==> config.mk <==
export PLATFORM = sky130hd
export DESIGN_NAME = mailbox_ring_buffer_top
export DESIGN_NICKNAME = d
export VERILOG_FILES = /design/src/rtl/mrb_pkg.sv /design/src/rtl/mrb_slots.sv /design/src/rtl/mailbox_ring_buffer_top.sv
export SDC_FILE = /design/constraint.sdc
export NUM_CORES = 1
export LEC_CHECK = 0
export BUFFER_PORTS_ARGS = -buffer_cell sky130_fd_sc_hd__buf_2
export CAP_MARGIN = 15
export CORE_MARGIN = 2
export CORE_UTILIZATION = 35
export CTS_CLUSTER_DIAMETER = 30
export DETAILED_ROUTE_END_ITERATION = 7
export PLACE_DENSITY = 0.49
export SLEW_MARGIN = 25
export SYNTH_ARGS = -nofsm -noshare
export SYNTH_HDL_FRONTEND = slang
export SYNTH_HIERARCHICAL = 1
export SYNTH_SLANG_ARGS = --single-unit
==> constraint.sdc <==
create_clock -name clk_i -period 8 [get_ports clk_i]
set_clock_uncertainty 0.15 [all_clocks]
set_input_delay 0.8 -clock clk_i [delete_from_list [all_inputs] [get_ports clk_i]]
set_output_delay 0.8 -clock clk_i [all_outputs]
set_load 0.02 [all_outputs]
==> src/rtl/mrb_pkg.sv <==
// mailbox ring buffer package: operation and status codes, field widths
// no dependencies
`default_nettype none

package mrb_pkg;

  localparam int unsigned CapW  = 5;
  localparam int unsigned MsgW  = 32;
  localparam int unsigned FillW = 5;

  localparam logic [CapW-1:0] CapReset = 5'd16;

  typedef enum logic [1:0] {
    FUNC_GET        = 2'd0,
    FUNC_PUT_BACK   = 2'd1,
    FUNC_PUT_FRONT  = 2'd2,
    FUNC_FLUSH      = 2'd3
  } mrb_func_e;

  typedef enum logic [1:0] {
    ST_OK    = 2'd0,
    ST_EMPTY = 2'd1,
    ST_FULL  = 2'd2
  } mrb_status_e;

  typedef struct packed {
    logic we;
    logic re;
  } mrb_mem_ctl_t;

endpackage

`default_nettype wire

==> src/rtl/mrb_slots.sv <==
// message slot memory: one write port, one read port with registered data
// depends on mrb_pkg
`default_nettype none

module mrb_slots
  import mrb_pkg::*;
#(
  parameter int unsigned DEPTH = 16,
  parameter int unsigned AW    = 4
) (
  input  logic            clk_i,
  input  mrb_mem_ctl_t    ctl_i,
  input  logic [AW-1:0]   waddr_i,
  input  logic [MsgW-1:0] wdata_i,
  input  logic [AW-1:0]   raddr_i,
  output logic [MsgW-1:0] rdata_o
);

  logic [MsgW-1:0] mem_q [DEPTH];
  logic [MsgW-1:0] rdata_q;

  always_ff @(posedge clk_i) begin
    if (ctl_i.we) begin
      mem_q[waddr_i] <= wdata_i;
    end
  end

  always_ff @(posedge clk_i) begin
    if (ctl_i.re) begin
      rdata_q <= mem_q[raddr_i];
    end
  end

  assign rdata_o = rdata_q;

endmodule

`default_nettype wire

==> src/rtl/mailbox_ring_buffer_top.sv <==
// mailbox ring buffer top level: pointer and count control, result register
// depends on mrb_pkg and mrb_slots
// the result strobe rises in the cycle after the item is accepted
// throughput: one item per cycle, busy is never raised, the receiver cannot stall
// reset: pointers and count cleared, capacity set to 16; slot memory is not cleared
`default_nettype none

module mailbox_ring_buffer_top
  import mrb_pkg::*;
#(
  parameter int unsigned DEPTH = 16
) (
  input  logic             clk_i,
  input  logic             rst_ni,
  input  logic             start,
  output logic             busy,
  input  logic [1:0]       func_i,
  input  logic [MsgW-1:0]  message_i,
  input  logic             cfg_we_i,
  input  logic [CapW-1:0]  cfg_wdata_i,
  output logic             out_strobe_o,
  output logic [1:0]       status_o,
  output logic [MsgW-1:0]  message_out_o,
  output logic [FillW-1:0] fill_level_o
);

  localparam int unsigned AW   = (DEPTH > 1) ? $clog2(DEPTH) : 1;
  localparam int unsigned CmpW = (AW + 1 > CapW + 1) ? AW + 1 : CapW + 1;
  localparam logic [CmpW-1:0] DepthC = CmpW'(DEPTH);

  logic [CapW-1:0]  cap_q;
  logic [AW-1:0]    rp_q, rp_d;
  logic [AW-1:0]    wp_q, wp_d;
  logic [FillW-1:0] held_q, held_d;

  logic             strobe_q;
  mrb_status_e      status_q, status_d;
  logic             got_q;
  logic [FillW-1:0] fill_q;

  logic             accept;
  mrb_func_e        func;
  logic [CmpW-1:0]  cap_min, eff_cap, rp_inc, wp_inc, held_ext;
  logic [AW-1:0]    rp_next, wp_next, rp_prev;
  logic             full, empty;
  mrb_mem_ctl_t     mem_ctl;
  logic [AW-1:0]    waddr;
  logic [MsgW-1:0]  rdata;

  assign busy   = 1'b0;
  assign accept = start && !busy;
  assign func   = mrb_func_e'(func_i);

  // effective capacity, clamped to 1..DEPTH
  assign cap_min = (cap_q == '0) ? CmpW'(1) : CmpW'(cap_q);
  assign eff_cap = (cap_min > DepthC) ? DepthC : cap_min;

  assign rp_inc  = CmpW'(rp_q) + CmpW'(1);
  assign wp_inc  = CmpW'(wp_q) + CmpW'(1);
  assign rp_next = (rp_inc >= eff_cap) ? '0 : rp_inc[AW-1:0];
  assign wp_next = (wp_inc >= eff_cap) ? '0 : wp_inc[AW-1:0];
  assign rp_prev = (rp_q == '0) ? AW'(eff_cap - CmpW'(1)) : rp_q - AW'(1);

  assign held_ext = CmpW'(held_q);
  assign full     = held_ext >= eff_cap;
  assign empty    = held_q == '0;

  always_comb begin
    rp_d       = rp_q;
    wp_d       = wp_q;
    held_d     = held_q;
    status_d   = ST_OK;
    mem_ctl    = '0;
    waddr      = wp_q;
    unique case (func)
      FUNC_GET: begin
        if (empty) begin
          status_d = ST_EMPTY;
        end else begin
          mem_ctl.re = accept;
          rp_d       = rp_next;
          held_d     = held_q - FillW'(1);
        end
      end
      FUNC_PUT_BACK: begin
        if (full) begin
          status_d = ST_FULL;
        end else begin
          mem_ctl.we = accept;
          wp_d       = wp_next;
          held_d     = held_q + FillW'(1);
        end
      end
      FUNC_PUT_FRONT: begin
        if (full) begin
          status_d = ST_FULL;
        end else begin
          mem_ctl.we = accept;
          waddr      = rp_prev;
          rp_d       = rp_prev;
          held_d     = held_q + FillW'(1);
        end
      end
      FUNC_FLUSH: begin
        rp_d   = '0;
        wp_d   = '0;
        held_d = '0;
      end
      default: begin
        status_d = ST_OK;
      end
    endcase
  end

  mrb_slots #(
    .DEPTH (DEPTH),
    .AW    (AW)
  ) u_slots (
    .clk_i   (clk_i),
    .ctl_i   (mem_ctl),
    .waddr_i (waddr),
    .wdata_i (message_i),
    .raddr_i (rp_q),
    .rdata_o (rdata)
  );

  always_ff @(posedge clk_i or negedge rst_ni) begin
    if (!rst_ni) begin
      cap_q    <= CapReset;
      rp_q     <= '0;
      wp_q     <= '0;
      held_q   <= '0;
      strobe_q <= 1'b0;
      got_q    <= 1'b0;
    end else begin
      if (cfg_we_i) begin
        cap_q <= cfg_wdata_i;
      end
      strobe_q <= accept;
      got_q    <= mem_ctl.re;
      if (accept) begin
        rp_q   <= rp_d;
        wp_q   <= wp_d;
        held_q <= held_d;
      end
    end
  end

  always_ff @(posedge clk_i) begin
    if (accept) begin
      status_q <= status_d;
      fill_q   <= held_d;
    end
  end

  assign out_strobe_o  = strobe_q;
  assign status_o      = status_q;
  assign message_out_o = got_q ? rdata : '0;
  assign fill_level_o  = fill_q;

  // one result per accepted item, in the next cycle
  a_result_follows : assert property (@(posedge clk_i) disable iff (!rst_ni)
    accept |=> out_strobe_o)
    else $error("result strobe missing after accepted item");

  a_no_spurious : assert property (@(posedge clk_i) disable iff (!rst_ni)
    !accept |=> !out_strobe_o)
    else $error("result strobe without accepted item");

  a_count_bound : assert property (@(posedge clk_i) disable iff (!rst_ni)
    CmpW'(held_q) <= DepthC)
    else $error("message count above depth");

  a_full_nonempty : assert property (@(posedge clk_i) disable iff (!rst_ni)
    (out_strobe_o && status_o == ST_FULL) |-> (fill_level_o != '0))
    else $error("full reported with nothing held");

  a_msg_only_on_get : assert property (@(posedge clk_i) disable iff (!rst_ni)
    (out_strobe_o && status_o != ST_OK) |-> (message_out_o == '0))
    else $error("message returned on failed operation");

endmodule

`default_nettype wire

# Yosys cells after proc, flatten, opt, wreduce, memory -nomap -nowiden
# Memory sizes are Yosys's and may differ from the RTL's. A register that Yosys moved wholly into a read port is not among the register bits.
# Index checks and enable logic that the tools add are counted.
[totals]
register_bits = 27
ramBits = 512
input_bits = 43
n_memories = 1
[classes]
add_sub_neg = 6
magnitude_cmp = 4
eq_ne = 6
n_mux = 25
n_reduce_logical = 9
[mem_list]
columns = ["memory", "depth", "width", "read_ports", "rd_clocked_by_memory_dff", "write_ports", "line_no", "rtl"]
rows = [
  ["u_slots.mem_q", 16, 32, 1, 1, 1, "mrb_slots.sv:19", "logic [MsgW-1:0] mem_q [DEPTH];"],
]
[ops]
columns = ["cell", "n"]
rows = [
  ["32-bit two-way mux", 1],
  ["4-bit two-way mux", 8],
  ["5-bit two-way mux", 4],
  ["5-bit greater-or-equal comparator", 3],
  ["5-bit one-hot mux with 3 select lines", 1],
  ["4-bit one-hot mux with 3 select lines", 1],
  ["4-bit by 1-bit adder with 5-bit output (second input constant)", 2],
  ["5-bit zero test", 2],
  ["4-bit one-hot mux with 2 select lines", 1],
  ["4-bit by 1-bit subtractor with 4-bit output (second input constant)", 2],
  ["1-bit two-way mux", 7],
  ["2-bit inequality test (second input constant)", 3],
  ["5-bit by 1-bit adder with 5-bit output (second input constant)", 1],
  ["5-bit > comparator (second input constant)", 1],
  ["5-bit by 1-bit subtractor with 5-bit output (second input constant)", 1],
  ["2-bit == test (second input constant)", 2],
  ["4-bit zero test", 1],
  ["2-bit one-hot mux with 2 select lines", 1],
  ["4-bit AND reduction", 1],
  ["3-bit AND reduction", 1],
  ["3-bit nonzero test", 1],
  ["2-bit by 1-bit == test with 1-bit output (second input constant)", 1],
  ["2-bit zero test", 1],
  ["2-bit two-way mux", 1],
  ["other kinds (2)", 2],
]

# Depth between registers and ports, before layout
# Gate-level depths: netlist (run 1).
[logic_depth]
word_depth = 9
mapped_depth = 11
mapped_depth_nobuf = 11

# Cells and area by module
# The synthesis (run 1) kept the hierarchy.
[modules_own_cells]
columns = ["module", "instances", "cells_each", "area_each_um2"]
rows = [
  ["mrb_slots", 1, 838, 20174.3],
  ["mailbox_ring_buffer_top", 1, 247, 2398.6],
]

# Worst setup path after synthesis (run 1)
# Ideal clock, no wire load.
[synth_path]
path_type = "reg2reg"
startpoint = "reg cap_q[1]"
endpoint = "mem u_slots.mem_q[0][0] (enable)"
t_arrival_ns = 4.937
required_time_ns = 7.389
setup_slack_ns = 2.452
stages_incl_launch_ff = 12
period_less_slack_ns = 5.548
cell_sequence = "dfrtp_1 nor3_1 nor2_1 nor2_1 ha_1 nand2b_4 a211oi_4 o21a_4 nand2_1 mux2_2 or3b_2 nor3_1"
[synth_rtl]
columns = ["element", "line_no", "rtl"]
rows = [
  ["from (decl)", "mailbox_ring_buffer_top.sv:31", "logic [CapW-1:0] cap_q;"],
  ["from (signal assigned)", "mailbox_ring_buffer_top.sv:129", "cap_q <= CapReset;"],
  ["from (signal assigned)", "mailbox_ring_buffer_top.sv:137", "cap_q <= cfg_wdata_i;"],
  ["5-bit zero test", "mailbox_ring_buffer_top.sv:55", "assign cap_min = (cap_q == '0) ? CmpW'(1) : CmpW'(cap_q);"],
  ["5-bit two-way mux *", "mailbox_ring_buffer_top.sv:55", ""],
  ["5-bit > comparator", "mailbox_ring_buffer_top.sv:56", "assign eff_cap = (cap_min > DepthC) ? DepthC : cap_min;"],
  ["5-bit two-way mux *", "mailbox_ring_buffer_top.sv:56", ""],
  ["4-bit by 1-bit subtractor with 4-bit output", "mailbox_ring_buffer_top.sv:62", "assign rp_prev = (rp_q == '0) ? AW'(eff_cap - CmpW'(1)) : rp_q - AW'(1);"],
  ["4-bit two-way mux", "mailbox_ring_buffer_top.sv:62", ""],
  ["4-bit two-way mux *", "mailbox_ring_buffer_top.sv:95", "if (full) begin"],
  ["4-bit two-way mux *", "mailbox_ring_buffer_top.sv:75", "unique case (func)"],
  ["named net waddr[2]", "mailbox_ring_buffer_top.sv:47", "logic [AW-1:0] waddr;"],
  ["to (decl)", "mrb_slots.sv:19", ""],
]
# Mark *: on every way through the listed nets, which the timed path passes. The rest lies on a longest branch.

# Worst setup path in the final report (run 1)
[layout_path]
startpoint = "reg cap_q[2]"
endpoint = "mem u_slots.mem_q[11][10] (enable)"
# The elaborated chain is that of the path after synthesis.

==> impl_summary.log, run 1 <==
[metrics] status: complete, no violations
[metrics] Power Density: 377.3 nW/um^2
[metrics] Hold Crit Class: in -> reg
[metrics] setup slack of the worst register-to-register path: approximately 3300 ps
[metrics] clock latency reported for the late side of the worst-skew pair: 640 ps
[metrics] mapped cell area: 22570 sq um
[metrics] crit path DAT: around 4800 ps
[metrics] Internal Power: approximately 7800 uW
[metrics] average cell area after synthesis: about 21 sq um
[metrics] required time reported for the critical path endpoint: 8140 ps
[metrics] Synth Register Bits: roughly 570
[metrics] Final TNS setup: 0 ps
[metrics] Placeable Area: ~64000 sq um
[metrics] H-tree depth: 3
[metrics] part of the total power dissipated in the clock network: between 40% and 50%
[metrics] Overflow after GRT: 0
[metrics] worst slack after detailed placement: approximately 3000 ps
[metrics] DR pass1 iterations: 5
[metrics] starting utilization of the core area: a little over a third
[metrics] antenna violations before repair: 0
[metrics] number of global-route vias before repair: roughly 12000
[metrics] number of placed I/O pins: 84
[metrics] filler instances: roughly 5500
[metrics] setup repair after global routing missed its margin: false
[metrics] Die ar.: ~67000 sq um
[metrics] leading area contributor after synthesis: sky130_fd_sc_hd__edfxtp_1
[metrics] switching pwr: just under 3000 uW
[metrics] main area contributors after synthesis: sky130_fd_sc_hd__edfxtp_1 (73%), sky130_fd_sc_hd__mux4_2 (13%), sky130_fd_sc_hd__a22oi_1 (2.2%), sky130_fd_sc_hd__dfrtp_1 (2.1%), sky130_fd_sc_hd__ha_1 (1.5%)
[metrics] achievable frequency: roughly 210 MHz
[metrics] count of maximum capacitance violations: 0
[metrics] leakage: ~0.0095 uW
[metrics] wire length of the first global-routing pass: just over 80 mm
[metrics] half-perimeter wire length after detailed placement: approximately 32 mm
[metrics] vias per cell: ~5
[metrics] detailed-route wire length per cell: between 20 and 30 um
[metrics] relative slew slack: between 40% and 50%
[metrics] TritonCTS buffer count: approximately 120
[metrics] CP max FO: 19
[metrics] Slowest-stage cell, CP: sky130_fd_sc_hd__o21ai_1
[metrics] number of slew-limit violations in the final report: 0
[metrics] number of synthesized flops with an enable pin: about 550
[metrics] slack of the critical path: 3292 ps
[metrics] post-cts resize count: 0
[metrics] chip height: 258.0 um
[metrics] sinks on the clock net: around 570
[metrics] Synth warnings: 6
[metrics] die outline width: about 260 um
[metrics] share of total power consumed by net switching: a little over a quarter
[metrics] Overall Global Routing Usage: 17.04%
[metrics] First DRT Iteration DRCs: between 800 and 900
[metrics] Synth Flop Type: sky130_fd_sc_hd__edfxtp_1
[metrics] asr flop ratio synth: between 3 and 4%
[metrics] min Tclk post-route: between 4000 and 5000 ps
[metrics] kind of end point of the critical path: flop
[metrics] setup violation total in the final timing report: 0
[metrics] total number of vias: 11480
[metrics] area share of the leading cell type in the synthesized netlist: approximately three quarters
[metrics] Unique masters post-synth: roughly 60
[metrics] root buf cell: sky130_fd_sc_hd__clkbuf_16
[metrics] Post-Place Cells: ~2000
[metrics] final cell count without fillers: between 2000 and 2500
[metrics] share of post-route cells with drive strength above 1: between 30% and 40%
[metrics] antenna-violating nets left: 0
[metrics] cell breakdown of the critical path: nor3_1, nor2_1, nor2_1, ha_1, nand2b_4, a211oi_4, o21a_4, nand2_1, o21ai_1, nand2_1, nor2_4, buf_4
[metrics] TritonCTS clock tree: built
[metrics] GPL Wtd Cong: 0.7628
[metrics] peak supply drop: 0.0001713 V
[metrics] WS Path Type: reg -> reg
[metrics] transition time at the pin with the least slew margin: ~860 ps
[metrics] Cells after Synth: roughly 1100
[metrics] leading cell type in the layout, fill and taps excluded: sky130_fd_sc_hd__edfxtp_1
[metrics] Core Rows: 93
[metrics] share of total power in sequential cells: between 30% and 40%
[metrics] final-stage net count: about 1300
[metrics] DRC Markers: 0
[metrics] sequential element share of the synthesized area: between 70% and 80%
[metrics] clock transition at the registers of the reported paths: 50 ps
[metrics] synthesized netlist net count: around 1200
[metrics] Power, Total: 10700 uW
[metrics] final wirelength: 56.05 mm
[metrics] commonest cells after routing, fill and taps aside: sky130_fd_sc_hd__edfxtp_1 (551), sky130_fd_sc_hd__mux4_2 (128), sky130_fd_sc_hd__clkbuf_16 (122), sky130_fd_sc_hd__buf_2 (82), sky130_fd_sc_hd__a22oi_1 (65)
[metrics] maximum number of pins on one net before global-route repair: 55
[metrics] Layout area overhead: 25.65%
[metrics] largest incremental delay on the critical path: between 500 and 600 ps
[metrics] Critical Path Source Type: flop
[metrics] share of the cycle needed by the critical path after routing: between 50% and 60%
[metrics] final-report hold violation count: 0
[metrics] share of total power in combinational logic: between 10% and 20%
[metrics] count of input and output buffers: a little over 80
[metrics] number of buffers on the longest clock path: 3
[worst paths after layout]
| check | startpoint | to | cells after the start |
|---|---|---|---|
| worst max-delay path | cap_q[2] | u_slots/mem_q[11][10] | 12 |
| worst min-delay path | cfg_wdata_i[4] | cap_q[4] | 3 |
| worst max register to register | cap_q[2] | u_slots/mem_q[11][10] | 12 |
| worst min register to register | cap_q[0] | cap_q[0] | 1 |
| max in group asynchronous | rst_ni | rp_q[1] | 2 |
| min in group asynchronous | rst_ni | got_q | 2 |
[cell families (layout without fill, tap and decap cells)]
group                      count (synthesis)  in the layout  share of synthesized area (%)
DFF                                      571            571                          75.52
xor gates and xnor gates                   9              9                         0.3492
and+or+nand+nor                          140            140                          3.232
adders and majority gates                 27             27                          1.497
AOI/OAI and AO/OA                        131            131                          4.595
other                                      1              2                        0.01661
buffers and inverters                     66            353                          1.402
muxes                                    140            140                          13.39
[what timing repair did]
action,CTS,global route
buffers inserted,0,0
hold buffers,1,0
endpoints found under the hold margin,19,0
[stage by stage]
stage / utilization (%) / cell area, sq um / hold WS, ps
floorplan: - / 22570 / 354.4
global placement: 37.66 / 24150 / 405.1
detailed placement: 37.79 / 24230 / 397.3
CTS: 44.19 / 28330 / 218.7
global route: 44.23 / 28360 / 247.8
finish: 44.24 / 28360 / 253.7
[layer usage]
metal	vias to the layer above	track usage (%)	part of all wire, %
li1	4945	-	-
met1	6098	22.36	43
met2	352	28.82	50
met3	80	3.023	4.9
met4	0	5.523	1.9
met5	-	0	0
[state kept, by name (all words and copies together), names as in the netlist]
signal           count
status_o             2
u_slots/mem_q      512
cap_q                5
wp_q                 4
out_strobe_o         1
held_q               5
rp_q                 4
fill_level_o         5
u_slots/rdata_o     32
got_q                1
[power groups by stage]
stage | clock, uW | sequential [uW] | combinational [uW]
6_report | 4920 | 3680 | 2110
5_1_grt | 5160 | 3700 | 2280
4_1_cts | 5000 | 3680 | 2150
3_5_place_dp | 0 | 3740 | 2140
3_3_place_gp | 0 | 3730 | 2130
2_1_floorplan | 0 | 3650 | 1520
[cells in the mapped netlist, types with 9 or more instances]
master / n
sky130_fd_sc_hd__edfxtp_1: 551
sky130_fd_sc_hd__mux4_2: 128
sky130_fd_sc_hd__a22oi_1: 65
sky130_fd_sc_hd__nand2_1: 46
sky130_fd_sc_hd__and2_1: 36
sky130_fd_sc_hd__ha_1: 27
sky130_fd_sc_hd__nor2_1: 24
sky130_fd_sc_hd__clkbuf_1: 21
sky130_fd_sc_hd__dfrtp_1: 19
sky130_fd_sc_hd__inv_1: 17
sky130_fd_sc_hd__buf_4: 13
sky130_fd_sc_hd__mux2_2: 11
sky130_fd_sc_hd__o21ai_0: 10
sky130_fd_sc_hd__buf_1: 9
[layout make-up]
class | instances | area (sq um) | share of cell area [%]
antenna | 1 | 2.502 | 0.008823
clock buffer | 135 | 3102 | 10.94
clock inverter | 87 | 992.2 | 3.498
inverter | 17 | 63.81 | 0.2250
multi-input combinational | 448 | 5345 | 18.85
sequential | 571 | 17060 | 60.13
tap | 855 | 1070 | 3.772
timing repair buffer | 114 | 733.2 | 2.585
[worst max-delay path, delay by kind of cell, from the launching register on]
family / cells / cell delay [ps]
compound gates: 3 / 1250
fa+ha+maj: 1 / 270
buf+inv: 1 / 450
flops: 1 / 410
simple gates: 7 / 1810
(Power assumes the default switching activity.)
==> inputs of run 2 (changes only) <==
Settings changed: ABC_AREA set to 1.
Clock period 8 ns to 4.7 ns, I/O delays scaled along.
==> run 2 against run 1 <==
Register-to-register slack lost 2600 ps. Global-route usage grew 1.2 points. Setup slack lost 2600 ps. Worst hold slack lost 200 ps. Sequential share of layout area shrank 5.4 points. Utilization shrank 0.79 points. Largest cell class unchanged.
==> impl_summary.log, run 2 <==
[metrics] Overflow after GRT: 0 (unchanged)
[metrics] count of hold buffers inserted by post-cts repair: 13 (+12)
[metrics] final wirelength: 67.02 mm (+20%)
[metrics] Core Rows: 98 (+5.4%)
[metrics] share of the cycle needed by the critical path after routing: 84.82% (+26 points)
[metrics] register name with the most flops: u_slots/mem_q
[metrics] wire length of the first global-routing pass: 103.2 mm (+25%)
[metrics] sequential element share of the synthesized area: 66.96% (-8.6 points)
[metrics] minimum hold slack: 55.31 ps (-198.4 ps)
[metrics] slack of the critical path: 713.3 ps (-2579 ps)
[metrics] required time reported for the critical path endpoint: 4850 ps (-3290 ps)
[metrics] area of all placed cells without fillers: 31170 sq um (+9.9%)
[metrics] Placeable Area: 71730 sq um (+12%)
[metrics] Cells after Synth: 2461 (+130%)
[metrics] leading area contributor after synthesis: sky130_fd_sc_hd__edfxtp_1
[metrics] share of the synthesized netlist area taken by xor and xnor gates: 0.3440% (-0.0052 points)
[metrics] Unique masters post-synth: 42 (-29%)
[metrics] commonest cells after routing, fill and taps aside: sky130_fd_sc_hd__nand2_1 (784), sky130_fd_sc_hd__edfxtp_1 (551), sky130_fd_sc_hd__inv_1 (449), sky130_fd_sc_hd__nand3_1 (399), sky130_fd_sc_hd__clkbuf_16 (122)
[metrics] status: complete, no violations
[metrics] DRC Markers: 0 (unchanged)
[metrics] count of input and output buffers: 82 (unchanged)
[metrics] share of synthesized cell area in full adder, half adder and majority cells: 1.327% (-0.17 points)
[metrics] count of maximum capacitance violations: 0 (unchanged)
[metrics] CP max FO: 32 (+13)
[metrics] post-cts resize count: 0 (unchanged)
[metrics] clock transition at the registers of the reported paths: 50 ps (about the same)
[metrics] Synth Flop Type: sky130_fd_sc_hd__edfxtp_1
[metrics] TritonCTS clock tree: built
[metrics] starting utilization of the core area: 35.49% (+0.29 points)
[metrics] Layout area overhead: 22.42%
[metrics] Post-Route Utilization: 43.45% (-0.79 points)
[metrics] Synth warnings: 6 (unchanged)
[metrics] transition time at the pin with the least slew margin: 978.7 ps (+121.3 ps)
[metrics] total number of vias: 17090 (+49%)
[metrics] antenna-violating nets left: 0 (unchanged)
[metrics] number of slew-limit violations in the final report: 0 (unchanged)
[metrics] Critical Path Source Type: flop
[metrics] area share of the leading cell type in the synthesized netlist: 64.99% (-8.3 points)
[metrics] total length of routed met3 wires: 3.404 mm (+24%)
[metrics] total cell area at the placement stage: 26890 sq um (+11%)
[metrics] synthesized netlist net count: 2531 (+120%)
[metrics] number of buffers on the longest clock path: 3 (unchanged)
[metrics] antenna violations before repair: 0 (unchanged)
[metrics] clock latency reported for the late side of the worst-skew pair: 690 ps (+50 ps)
[metrics] top-count cell post-synth: sky130_fd_sc_hd__nand2_1
[metrics] main area contributors after synthesis: sky130_fd_sc_hd__edfxtp_1 (65%), sky130_fd_sc_hd__nand2_1 (12%), sky130_fd_sc_hd__nand3_1 (7.8%), sky130_fd_sc_hd__inv_1 (6.6%), sky130_fd_sc_hd__dfrtp_1 (1.9%)
[metrics] kind of end point of the critical path: flop
[metrics] WS Path Type: reg -> reg
[metrics] setup violation total in the final timing report: 0 (unchanged)
[metrics] setup repair after global routing missed its margin: false
[metrics] sinks on the clock net: 571 (unchanged)
[metrics] crit path DAT: 4140 ps (-700 ps)
[metrics] max reg flops: 512 (unchanged)
[metrics] chip height: 273.7 um (+6.1%)
[metrics] proportion of synthesized area in mux cells: 0.1327% (-13 points)
[metrics] maximum number of pins on one net before global-route repair: 189 (+240%)
[metrics] H-tree depth: 3 (unchanged)
[metrics] share of the synthesized area in compound gates (AO/OA/AOI/OAI): 0.8797% (-3.7 points)
[metrics] peak supply drop: 0.0003230 V (+89%)
[metrics] Final TNS setup: 0 ps (unchanged)
[metrics] Die ar.: 74910 sq um (+13%)
[metrics] root buf cell: sky130_fd_sc_hd__clkbuf_16
[metrics] number of global-route vias before repair: 17440 (+43%)
[metrics] filler instances: 6713 (+22%)
[metrics] First DRT Iteration DRCs: 1131 (+29%)
[metrics] average cell area after synthesis: 10.35 sq um (-50%)
[metrics] final-report hold violation count: 0 (unchanged)
[metrics] top routing layer in use: met4
[metrics] Synth Register Bits: 571 (unchanged)
[metrics] DR pass1 iterations: 6 (+1)
[metrics] Power Density: 627.5 nW/um^2 (+66%)
[metrics] Simple-Gate Fraction of Synth Area: 20.58% (+17 points)
[metrics] total setup buffers inserted after CTS: 0 (unchanged)
[metrics] die outline width: 273.7 um (+6.1%)
[metrics] detailed-route wire length per cell: 18.33 um (-27%)
[metrics] half-perimeter wire length after detailed placement: 38.01 mm (+19%)
[metrics] number of placed I/O pins: 84 (unchanged)
[metrics] share of post-route cells with drive strength above 1: 13.60% (-22 points)
[metrics] leading cell type in the layout, fill and taps excluded: sky130_fd_sc_hd__nand2_1
[metrics] number of synthesized flops with an enable pin: 551 (unchanged)
[metrics] asr flop ratio synth: 3.503% (unchanged)
[metrics] met2 wire length: 32.20 mm (+15%)
[metrics] mapped cell area: 25460 sq um (+13%)
[metrics] vias per cell: 4.675 (-9.2%)
[metrics] top cells by count, synth: sky130_fd_sc_hd__nand2_1 (784), sky130_fd_sc_hd__edfxtp_1 (551), sky130_fd_sc_hd__inv_1 (451)
[metrics] achievable frequency: 250.8 MHz (+18%)
[metrics] GPL Wtd Cong: 0.8212 (+7.7%)
[metrics] worst slack after detailed placement: 648.1 ps (-2271 ps)
[metrics] Ant. Diodes: 0 (-1)
[metrics] Hold Crit Class: in -> reg
[metrics] relative slew slack: 34.76% (-8.1 points)
[metrics] Overall Global Routing Usage: 18.20% (+1.2 points)
[metrics] min Tclk post-route: 3987 ps (-720.9 ps)
[metrics] largest family of logic cells by synthesized area: simple AND/OR/NAND/NOR gates
[metrics] leakage: 0.01356 uW (+42%)
[metrics] final-stage net count: 2673 (+100%)
[metrics] TritonCTS buffer count: 121 (+3.4%)
[metrics] DRT met1 WL: 29.52 mm (+21%)
-- run 2: changes by cell type in the layout (fill, tap and decap cells not counted), moves of 7 or more --
cell,previous run,this run
sky130_fd_sc_hd__and2_1,34,0
sky130_fd_sc_hd__a22oi_1,65,0
sky130_fd_sc_hd__inv_1,17,449
sky130_fd_sc_hd__nand2_1,46,784
sky130_fd_sc_hd__nand2b_1,8,0
sky130_fd_sc_hd__clkinv_1,12,19
sky130_fd_sc_hd__inv_2,0,9
sky130_fd_sc_hd__mux4_2,128,0
sky130_fd_sc_hd__mux2_2,11,3
sky130_fd_sc_hd__nand3_1,4,399
sky130_fd_sc_hd__nor2_1,11,22
sky130_fd_sc_hd__buf_12,0,13
sky130_fd_sc_hd__dlygate4sd3_1,1,13
-- run 2: metrics by stage --
stage | total power (uW) | cells
floorplan | 9736 | 2461
global placement | 11150 | 3417
detailed placement | 11180 | 3417
CTS | 19760 | 3656
global route | 20570 | 3656
finish | 19560 | 3656
-- run 2: path summary, 6_finish.rpt --
check                         startpoint                    end  slack (ps)  cells after the start
max reg2reg                     cap_q[1]   u_slots/mem_q[4][19]         710                     15
min                        message_i[29]  u_slots/mem_q[12][29]          60                      1
min reg2reg                    held_q[3]              held_q[3]         460                      2
max                             cap_q[1]   u_slots/mem_q[4][19]         710                     15
max in group asynchronous         rst_ni                rp_q[2]        3820                      2
min in group asynchronous         rst_ni                  got_q         170                      2
-- run 2: cell families (layout without fill, tap and decap cells) --
logic type	after synthesis	after routing
adder cells (fa/ha/maj)	27	27
multiplexers	3	3
AND/OR/NAND/NOR	1241	1241
AO/OA/AOI/OAI	34	34
XOR/XNOR	10	10
flip-flops	571	571
other	1	1
buffers and inverters	574	819
-- run 2: power breakdown --
part	internal (uW)	total, uW	switching [uW]
Clock	5690	8480	2790
Sequential	6070	6280	210
Combinational	1350	4790	3440
-- run 2: area by class of cell --
cell class / instances / area, sq um / area share, %
Inverter: 462 / 1745 / 5.600
Clock buffer: 135 / 3122 / 10.02
Tap cell: 950 / 1189 / 3.814
Multi-Input combinational cell: 1316 / 6053 / 19.42
Timing Repair Buffer: 131 / 973.4 / 3.123
Sequential cell: 571 / 17060 / 54.74
Clock inverter: 91 / 1023 / 3.284
-- run 2: metal layers --
metal | vias to the layer above | global-route usage (%)
met5 | - | 0
met4 | 0 | 7.463
li1 | 8279 | -
met2 | 433 | 29.99
met1 | 8270 | 23.65
met3 | 111 | 3.298
-- run 2: critical path, cell delays in order, from the launching register on --
cell,delay (ps)
sky130_fd_sc_hd__dfrtp_1,400
sky130_fd_sc_hd__nor2_1,110
sky130_fd_sc_hd__nand2_1,70
sky130_fd_sc_hd__nand2_1,90
sky130_fd_sc_hd__nand2_1,110
sky130_fd_sc_hd__ha_1,310
sky130_fd_sc_hd__nand2_1,70
sky130_fd_sc_hd__inv_1,40
sky130_fd_sc_hd__o21ai_2,90
sky130_fd_sc_hd__nand2_1,70
sky130_fd_sc_hd__nor2_2,400
sky130_fd_sc_hd__inv_2,140
sky130_fd_sc_hd__nor3_1,440
sky130_fd_sc_hd__nand3b_1,430
sky130_fd_sc_hd__nor2_4,180
sky130_fd_sc_hd__buf_4,480
